<file path="config.mk">
export PLATFORM = sky130hd
export DESIGN_NAME = double_marker_sample_deframer_unit
export DESIGN_NICKNAME = d
export VERILOG_FILES = /design/src/dmsd_pkg.sv /design/src/double_marker_sample_deframer_unit.sv
export SDC_FILE = /design/constraint.sdc
export NUM_CORES = 1
export LEC_CHECK = 0
export BUFFER_PORTS_ARGS = -buffer_cell sky130_fd_sc_hd__buf_4
export CORE_MARGIN = 1.5
export CORE_UTILIZATION = 58
export CTS_CLUSTER_DIAMETER = 150
export CTS_CLUSTER_SIZE = 14
export DETAILED_ROUTE_END_ITERATION = 7
export PLACE_DENSITY = 0.83
export SLEW_MARGIN = 30
export SYNTH_ARGS = -nofsm -noshare
export SYNTH_HDL_FRONTEND = slang
export SYNTH_SLANG_ARGS = --single-unit
</file>
<file path="constraint.sdc">
create_clock -name i_clk -period 4.1 [get_ports i_clk]
set_input_delay 0.205 -clock i_clk [delete_from_list [all_inputs] [get_ports i_clk]]
set_output_delay 0.205 -clock i_clk [all_outputs]
set_load 0.03 [all_outputs]
</file>
<file path="src/dmsd_pkg.sv">
// shared widths, reset values, register indexes and phase codes of the double marker deframer
package dmsd_pkg;

    localparam int BYTE_W      = 8;
    localparam int SAMPLE_W    = 12;
    localparam int TDATA_OUT_W = 16;
    localparam int TUSER_OUT_W = 2;
    localparam int CFG_IDX_W   = 2;

    localparam logic [BYTE_W-1:0] HEADER_RESET = 8'd170;
    localparam logic [BYTE_W-1:0] TAIL_RESET   = 8'd85;

    localparam logic [CFG_IDX_W-1:0] REG_HEADER_MARKER = 2'd0;
    localparam logic [CFG_IDX_W-1:0] REG_TAIL_MARKER   = 2'd1;

    typedef enum logic [3:0] {
        PH_IDLE   = 4'b0001,
        PH_HEADER = 4'b0010,
        PH_BODY   = 4'b0100,
        PH_TAIL   = 4'b1000
    } t_phase;

endpackage

</file>
<file path="src/double_marker_sample_deframer_unit.sv">
// top level of the double marker deframer: byte stream in, samples and frame ends out
//
// s_axis carries one received byte per beat in tdata[7:0]. A frame opens with two
// header marker bytes in a row and closes with two tail marker bytes in a row; a
// lone tail byte followed by another byte makes both of them body data. Body bytes
// pair little-endian and each word leaves as a 12-bit sample on m_axis as soon as
// it is confirmed. The closing beat has tlast set and tuser[1] tells whether an
// unpaired body byte was dropped. Bytes outside a frame give no beat.
// The cfg channel writes header_marker (index 0) or tail_marker (index 1); it is
// always ready and a write acts on the next byte.
// The result beat of an accepted byte is registered and appears in the next cycle, and one
// byte is taken every cycle while m_axis does not stall; the output register is the only stage.
// While m_axis stalls with a beat held, s_axis_tready drops and the byte waits.
// Reset restores the marker values 170 and 85, returns to idle outside any frame
// and empties the output register.
module double_marker_sample_deframer_unit (
    input  logic                                i_clk,
    input  logic                                i_rst_n,
    input  logic                                s_axis_tvalid,
    output logic                                s_axis_tready,
    input  logic [dmsd_pkg::BYTE_W-1:0]         s_axis_tdata,   // [7:0] rx_byte
    output logic                                m_axis_tvalid,
    input  logic                                m_axis_tready,
    output logic [dmsd_pkg::TDATA_OUT_W-1:0]    m_axis_tdata,   // [11:0] sample, [15:12] zero
    output logic [dmsd_pkg::TUSER_OUT_W-1:0]    m_axis_tuser,   // [0] sample_valid, [1] odd_byte_dropped
    output logic                                m_axis_tlast,   // frame_end
    input  logic                                i_cfg_valid,
    output logic                                o_cfg_ready,
    input  logic [dmsd_pkg::CFG_IDX_W-1:0]      i_cfg_index,
    input  logic [dmsd_pkg::BYTE_W-1:0]         i_cfg_data
);
    import dmsd_pkg::*;

    logic [BYTE_W-1:0]   r_header;
    logic [BYTE_W-1:0]   r_tail;
    t_phase              r_phase, n_phase;
    logic [BYTE_W-1:0]   r_held, n_held;
    logic                r_held_ok, n_held_ok;

    logic                r_out_valid;
    logic [SAMPLE_W-1:0] r_out_sample;
    logic                r_out_sv;
    logic                r_out_last;
    logic                r_out_odd;

    logic                in_beat;
    logic                res_valid;
    logic [SAMPLE_W-1:0] res_sample;
    logic                res_sv;
    logic                res_last;
    logic                res_odd;
    logic [BYTE_W-1:0]   c;
    logic [2*BYTE_W-1:0] word;

    assign s_axis_tready = !r_out_valid || m_axis_tready;
    assign in_beat       = s_axis_tvalid && s_axis_tready;
    assign o_cfg_ready   = 1'b1;
    assign c             = s_axis_tdata;

    always_comb begin
        n_phase    = r_phase;
        n_held     = r_held;
        n_held_ok  = r_held_ok;
        res_valid  = 1'b0;
        res_sv     = 1'b0;
        res_last   = 1'b0;
        res_odd    = 1'b0;
        word       = '0;
        unique case (r_phase)
            PH_IDLE: begin
                if (c == r_header) n_phase = PH_HEADER;
            end
            PH_HEADER: begin
                if (c == r_header) begin
                    n_phase   = PH_BODY;
                    n_held_ok = 1'b0;
                    n_held    = '0;
                end else begin
                    n_phase = PH_IDLE;
                end
            end
            PH_BODY: begin
                if (c == r_tail) begin
                    n_phase = PH_TAIL;
                end else if (r_held_ok) begin
                    word      = {c, r_held};
                    res_valid = 1'b1;
                    res_sv    = 1'b1;
                    n_held_ok = 1'b0;
                    n_held    = '0;
                end else begin
                    n_held    = c;
                    n_held_ok = 1'b1;
                end
            end
            PH_TAIL: begin
                if (c == r_tail) begin
                    n_phase   = PH_IDLE;
                    res_valid = 1'b1;
                    res_last  = 1'b1;
                    res_odd   = r_held_ok;
                    n_held_ok = 1'b0;
                    n_held    = '0;
                end else begin
                    // pending tail byte and this byte are both data
                    n_phase   = PH_BODY;
                    res_valid = 1'b1;
                    res_sv    = 1'b1;
                    if (r_held_ok) begin
                        word      = {r_tail, r_held};
                        n_held    = c;
                        n_held_ok = 1'b1;
                    end else begin
                        word      = {c, r_tail};
                        n_held    = '0;
                        n_held_ok = 1'b0;
                    end
                end
            end
            default: begin
                n_phase = PH_IDLE;
            end
        endcase
        res_sample = word[SAMPLE_W-1:0];
    end

    always_ff @(posedge i_clk) begin
        if (!i_rst_n) begin
            r_header <= HEADER_RESET;
            r_tail   <= TAIL_RESET;
        end else if (i_cfg_valid && o_cfg_ready) begin
            if (i_cfg_index == REG_HEADER_MARKER) r_header <= i_cfg_data;
            if (i_cfg_index == REG_TAIL_MARKER)   r_tail   <= i_cfg_data;
        end
    end

    always_ff @(posedge i_clk) begin
        if (!i_rst_n) begin
            r_phase   <= PH_IDLE;
            r_held_ok <= 1'b0;
            r_held    <= '0;
        end else if (in_beat) begin
            r_phase   <= n_phase;
            r_held_ok <= n_held_ok;
            r_held    <= n_held;
        end
    end

    always_ff @(posedge i_clk) begin
        if (!i_rst_n) begin
            r_out_valid <= 1'b0;
        end else if (s_axis_tready) begin
            r_out_valid <= in_beat && res_valid;
        end
    end

    always_ff @(posedge i_clk) begin
        if (in_beat && res_valid) begin
            r_out_sample <= res_sample;
            r_out_sv     <= res_sv;
            r_out_last   <= res_last;
            r_out_odd    <= res_odd;
        end
    end

    assign m_axis_tvalid = r_out_valid;
    assign m_axis_tdata  = {{(TDATA_OUT_W-SAMPLE_W){1'b0}}, r_out_sample};
    assign m_axis_tuser  = {r_out_odd, r_out_sv};
    assign m_axis_tlast  = r_out_last;

    // frame end beat carries no sample
    a_end_no_sample: assert property (@(posedge i_clk) disable iff (!i_rst_n)
        (m_axis_tvalid && m_axis_tlast) |-> (!m_axis_tuser[0] && m_axis_tdata == '0))
        else $error("frame end beat carries a sample");

    // sample beat carries no frame end flags
    a_sample_flags: assert property (@(posedge i_clk) disable iff (!i_rst_n)
        (m_axis_tvalid && !m_axis_tlast) |-> (m_axis_tuser[0] && !m_axis_tuser[1]))
        else $error("sample beat has wrong flags");

    // a data byte after a lone tail byte always completes a word
    a_tail_word: assert property (@(posedge i_clk) disable iff (!i_rst_n)
        (in_beat && r_phase == PH_TAIL && c != r_tail) |=> (m_axis_tvalid && !m_axis_tlast))
        else $error("lone tail byte did not yield a sample");

    // a low byte is only held inside a body
    a_held_in_body: assert property (@(posedge i_clk) disable iff (!i_rst_n)
        r_held_ok |-> (r_phase == PH_BODY || r_phase == PH_TAIL))
        else $error("low byte held outside a body");

endmodule
</file>
==> results of run 1 <==
[final timing paths]
| kind | end | slack (ns) | cells after the start |
|---|---|---|---|
| hold reg to reg | r_held[5] | 0.50 | 1 |
| setup reg to reg | r_out_sample[3] | 1.79 | 5 |
| hold / removal | r_header[5] | 0.11 | 3 |
| setup / recovery | r_out_sample[3] | 1.79 | 5 |
[state kept, by name, indices dropped and copies added, names as in the netlist]
name,flops
m_axis_tlast,1
r_out_sample,12
r_out_sv,1
r_out_odd,1
r_held_ok,1
r_held,8
r_header,8
r_tail,8
r_phase,4
m_axis_tvalid,1
[cell type report]
| type | count | area share |
|---|---|---|
| multi-input combinational | 153 | 0.416 |
| sequential | 45 | 0.404 |
| timing repair buffer | 41 | 0.118 |
| clock buffer | 5 | 0.0265 |
| tap | 48 | 0.0231 |
| clock inverter | 3 | 0.00770 |
| inverter | 3 | 0.00433 |
[power by group through the flow]
stage / clock, uW / combinational (uW) / sequential, uW
global placement: 0 / 89.4 / 486
detailed placement: 0 / 90.2 / 486
floorplan: 0 / 70.6 / 479
global route: 304 / 99.4 / 477
finish: 277 / 91.2 / 476
CTS: 279 / 91.0 / 476
[worst min-delay path: stages]
cell and delay [ns]:
buf_4 0.08, mux2i_1 0.05, nand2_1 0.05
[layer usage]
| layer | global-route usage | vias up | wire length, um |
|---|---|---|---|
| met5 | 0 | - | 0 |
| met4 | 0.102 | 0 | 87 |
| met3 | 0.0514 | 5 | 190 |
| met2 | 0.337 | 40 | 1990 |
| met1 | 0.279 | 757 | 1980 |
| li1 | - | 823 | - |
[cell families after synthesis]
group | count (synthesis)
AND/OR/NAND/NOR | 72
flip-flops | 45
AO/OA/AOI/OAI | 33
multiplexers | 25
buffers and inverters | 22
XOR/XNOR | 18
other | 2
[through the flow]
stage,area [um2],power [uW],instances
after floorplan,2260,550,220
after global placement,2510,575,290
after detailed placement,2510,577,290
after CTS,2600,846,298
after global routing,2600,881,298
final,2600,844,298
[cells in the final DEF (no fill, tap or decap), drive strengths merged, types with 2 or more instances in the layout]
master	netlist	routed
nor3	4	4
a22o	4	4
xor2	9	9
nand4	2	2
inv	3	4
buf	13	41
nand2b	2	2
conb	2	5
nor4b	2	2
mux2i	25	25
dfxtp	30	30
or4b	2	2
a21oi	9	9
o211ai	2	2
nand2	18	18
o21ai	5	5
a32o	8	8
nor4	3	3
and2	4	4
nor2	30	30
edfxtp	15	15
xnor2	9	9
clkbuf	6	5
==> impl_results.md, run 1 <==
* Combinational Power Share at 0.108
* Routed Antenna Nets at 0
* PortBufs at 39
* Layout cells sized above 1 at 0.220
* Worst path top cell family by delay: simple AND/OR/NAND/NOR gates
* Outcome: completed
* RSZ-0062 raised after global routing: no
* Setup ws final at 1.79 ns
* Yosys warnings at 0
* Setup Skew at 0.00975 ns
* Post-CTS Hold Buffers at 0
* CP startpoint: r_phase[2]
* DP HPWL at 3090 um
* Vias in the first global route at 1453
* Number of vias in the routed layout at 1625
* Flop pwr share at 0.564
* Global-route usage over all layers at 0.215
* Area leader, netlist: dfxtp_1
* Netlist cell types at 39
* Max-slew violations at 0
* Seq/Total Area, Yosys at 0.467
* Min-Delay Path Class: input pin to flop
* Least-Margin Pin Slew at 0.667 ns
* Cell Rows at 22
* Leakage at approximately 0.001 uW
* Hold Startpoint: i_cfg_data[5]
* Critical-path top delay cell: nor2_2
* Final setup vio count at 0
* Clock-pin transition on the worst setup and hold timing paths at 0.09 ns
* EDFF count, synth at 15
* Max_slew headroom at 0.553
* Critical Path End Type: flop
* Final wirelength at 4250 um
* Synth Instances at between 200 and 250
* Largest cells by area after synthesis: dfxtp_1 (27%), edfxtp_1 (20%), mux2i_1 (11%), nor2_1 (5.0%), a32o_1 (3.6%)
* Drt pass-1 iters at 4
* Cell at the root of the clock tree: clkbuf_8
* Largest net degree at the start of global routing at 21
* Die Span X at approximately 65 um
* Fin crit share at 0.564
* Die height at around 65 um
* R2R Path Start: r_phase[2]
* FILL cells at 297
* Compound-gate portion of the synthesized area at 0.110
* DR WL/cell at 14.3 um
* Placement Setup Slack at 1.52 ns
* Seq cells post-synth at 45
* Num CTS Buffers at 5
* Die area at 4260 um2
* Postcts setup bufs at 0
* Post-synthesis xor/xnor area fraction at 0.0701
* Clock power frac at 0.328
* Tmin final at 2.31 ns
* Highest Clock Rate at 432 MHz
* Clock Sinks at 45
* Worst-case clock buffer depth at 2
* Setup_tns at 0 ns
* GR Overflow Total at 0
* Crit-path cells: nor4b_4 -> nand2_1 -> a21oi_1 -> nor2_1 -> nor2_2
* Max cap viols at 0
* Share of the synthesized area in the top cell type at 0.267
* Starting DRT DRC Count at between 100 and 150
* CTS resizes at 0
* Sw Pwr at roughly 220 uW
* Syn avg cell area at 10.4 um2
* FF/Latch Area at 1050 um2
* Core Region at 3690 um2
* Synthesized cell area at between 2000 and 2500 um2
* Top cells by count, synth: dfxtp_1 (30), nor2_1 (30), mux2i_1 (25)
* Multi-input logic area at between 1000 and 1500 um2
* PwrDens at 325 nW/um2
* Largest family of logic cells by synthesized area: simple AND/OR/NAND/NOR gates
* Ys async rst share at 0
* H-tree levels at 2
* Fin util at 0.705
* CP Buf/Inv Count at 0
* Routability cong. at approximately 0.81
* Int Power at ~630 uW
* Predominant post-synthesis flop cell: dfxtp_1
* Synth Area in Simple Gates at 0.179
* Initial Util at 0.610
* Crit Path Max Fanout at 15
* Crit path kind: flop to flop
* Io pins at 45
* Worst Hold Slack at approximately 0.11 ns
* Area grow syn2layout at 15.5%
* CTS tree: done
* WP data arrival at 2.25 ns
* Final Hold Vio Count at 0
* Post-Synth Adder-Cell Area at 0
* Vias/cell at 5.45
* Switch share at 0.258
* Remaining DRCs at 0
* Diodes inserted at 0
* Worst vdd ir at 0.000297 V
* Mux contribution to synthesized area at 0.111
* CP Data Required Time at 4.04 ns
* First-pass GRT wire length at a little under 7000 um
* Clk_lat worst skew at around 0.31 ns
* Initial antenna violation count at 0
* Crit path largest cell delay at 0.55 ns
* Final nets at approximately 270
* Worst setup SP type: flop
No activity file was read; power rests on OpenSTA's default activity.
==> run 2, diff against run 1 <==
Settings changed: CORE_UTILIZATION 58 to 54, PLACE_DENSITY 0.83 to 0.79.
Clock period 4.1 ns to 2.2 ns, I/O delays scaled along.
==> impl_results.md, run 2 (same netlist as run 1, synthesis figures left out) <==
* Post-CTS Hold Buffers at 0 (unchanged)
* Area grow syn2layout at 17.0% (was 15.5%)
* Setup_tns at 0 ns (unchanged)
* Leakage at 0.00104 uW (was 0.00101 uW)
* GR Util met1 at 0.287 (was 0.279)
* Setup Skew at 0.00884 ns (was 0.00975 ns)
* Diodes inserted at 0 (unchanged)
* Io pins at 45 (unchanged)
* Flop pwr share at 0.565 (was 0.564)
* CTS resizes at 0 (unchanged)
* FF-to-FF path depth at 6 (was 5)
* Initial Util at 0.562 (was 0.610)
* Crit Path Max Fanout at 15 (unchanged)
* Post-route cell area at 2630 um2 (was 2600 um2)
* FILL cells at 336 (was 297)
* Highest Clock Rate at 533 MHz (was 432 MHz)
* Final Hold Vio Count at 0 (unchanged)
* Remaining DRCs at 0 (unchanged)
* Critical Path End Type: flop (unchanged)
* Vias/cell at 5.46 (was 5.45)
* Met2 Use GR at 0.321 (was 0.337)
* Final nets at 276 (was 272)
* Worst vdd ir at 0.000557 V (was 0.000297 V)
* Cell at the root of the clock tree: clkbuf_8 (unchanged)
* Switch share at 0.254 (was 0.258)
* Final setup vio count at 0 (unchanged)
* CP Data Required Time at 2.20 ns (was 4.04 ns)
* DP Cell Count at 296 (was 290)
* Routability cong. at 0.835 (was 0.805)
* Fin util at 0.658 (was 0.705)
* Max_slew headroom at 0.622 (was 0.553)
* Die Span X at 67.5 um (was 65.3 um)
* Layout cells sized above 1 at 0.232 (was 0.220)
* Routed Antenna Nets at 0 (unchanged)
* Min-Delay Path Class: input pin to flop (unchanged)
* GR Overflow Total at 0 (unchanged)
* Clock power frac at 0.326 (was 0.328)
* Starting DRT DRC Count at 92 (was 108)
* Final wirelength at 4090 um (was 4250 um)
* WP data arrival at 1.88 ns (was 2.25 ns)
* Drt pass-1 iters at 4 (unchanged)
* Tmin final at 1.87 ns (was 2.31 ns)
* First-pass GRT wire length at 7020 um (was 6810 um)
* Largest reg by FF count: r_out_sample (unchanged)
* Max-slew violations at 0 (unchanged)
* Clk_lat worst skew at 0.30 ns (was 0.31 ns)
* Int Power at 1170 uW (was 626 uW)
* Largest net degree at the start of global routing at 20 (was 21)
* Least-Margin Pin Slew at 0.565 ns (was 0.667 ns)
* Num CTS Buffers at 5 (unchanged)
* Clock-pin transition on the worst setup and hold timing paths at 0.09 ns (about the same)
* Most frequent cells in the layout: buf_4 (45), nor2_1 (30), dfxtp_1 (30) (was buf_4 (41), dfxtp_1 (30), nor2_1 (29))
* Combinational Power Share at 0.108 (about the same)
* Number of vias in the routed layout at 1659 (was 1625)
* Layout Cells excl Fill at 304 (was 298)
* Hold path cells at 3 (unchanged)
* Worst setup SP type: flop (unchanged)
* DR WL/cell at 13.5 um (was 14.3 um)
* Global-route usage over all layers at 0.206 (was 0.215)
* Fin crit share at 0.852 (was 0.564)
* Commonest non-fill, non-tap cell in the layout: buf_4 (unchanged)
* Outcome: completed (unchanged)
* Clock Sinks at 45 (unchanged)
* CTS tree: done (unchanged)
* Cell Rows at 23 (was 22)
* Largest register FFs at 12 (unchanged)
* Initial antenna violation count at 0 (unchanged)
* Sw Pwr at 399 uW (was 218 uW)
* Vias in the first global route at 1504 (was 1453)
* Dpl cell area at 2540 um2 (was 2510 um2)
* Core Region at 4000 um2 (was 3690 um2)
* DP HPWL at 3090 um (about the same)
* Postcts setup bufs at 0 (unchanged)
* Die area at 4560 um2 (was 4260 um2)
* H-tree levels at 2 (unchanged)
* PortBufs at 39 (unchanged)
* PwrDens at 596 nW/um2 (was 325 nW/um2)
* Worst-case clock buffer depth at 2 (unchanged)
* Crit path kind: flop to flop (unchanged)
* Die height at 67.5 um (was 65.3 um)
* Grt peak-use layer: met2 (unchanged)
* RSZ-0062 raised after global routing: no (unchanged)
* Routing usage on met3 at 0.0350 (was 0.0514)
* Max cap viols at 0 (unchanged)
run 2: path summary, 6_finish.rpt:
path | from | end | slack [ns]
setup reg to reg | r_phase[2] | r_out_sample[8] | 0.33
hold reg to reg | r_held[7] | r_held[7] | 0.50
hold / removal | i_cfg_data[0] | r_tail[0] | 0.02
setup / recovery | r_phase[2] | r_out_sample[8] | 0.33
run 2: per-stage QoR:
step,hold WS [ns],setup slack (ns),power (uW)
floorplan,0.235,0.0199,1020
global placement,0.331,0.371,1070
detailed placement,0.336,0.354,1070
CTS,0.0206,0.336,1580
global route,0.0253,0.0901,1630
finish,0.0206,0.326,1570
run 2: worst max-delay path, cell delays in order (launching register included):
cell and delay (ns):
dfxtp_1 0.54, nor4b_4 0.30, nand2_1 0.11, a21oi_1 0.20, nor2_1 0.06, nor2_1 0.13
buf_4 0.23
run 2: power by group through the flow:
stage	clock network, uW	logic [uW]	registers (uW)
finish	512	170	887
global route	557	186	890
CTS	524	169	887
detailed placement	0	168	906
global placement	0	167	906
floorplan	0	131	893
run 2: area by class of cell:
cell class	instances	area [um2]	share of cell area
inverters	3	11.3	0.00428
repair buffers	45	338	0.128
well taps	50	62.6	0.0238
flip-flops and latches	45	1050	0.399
multi-input cells	153	1080	0.409
clock inverters	3	22.5	0.00856
clock buffers	5	68.8	0.0262
run 2: metal layers:
| layer | wire length, um | vias up |
|---|---|---|
| met2 | 1850 | 45 |
| met4 | 52 | 0 |
| li1 | - | 833 |
| met3 | 181 | 5 |
| met1 | 2000 | 776 |
| met5 | 0 | - |
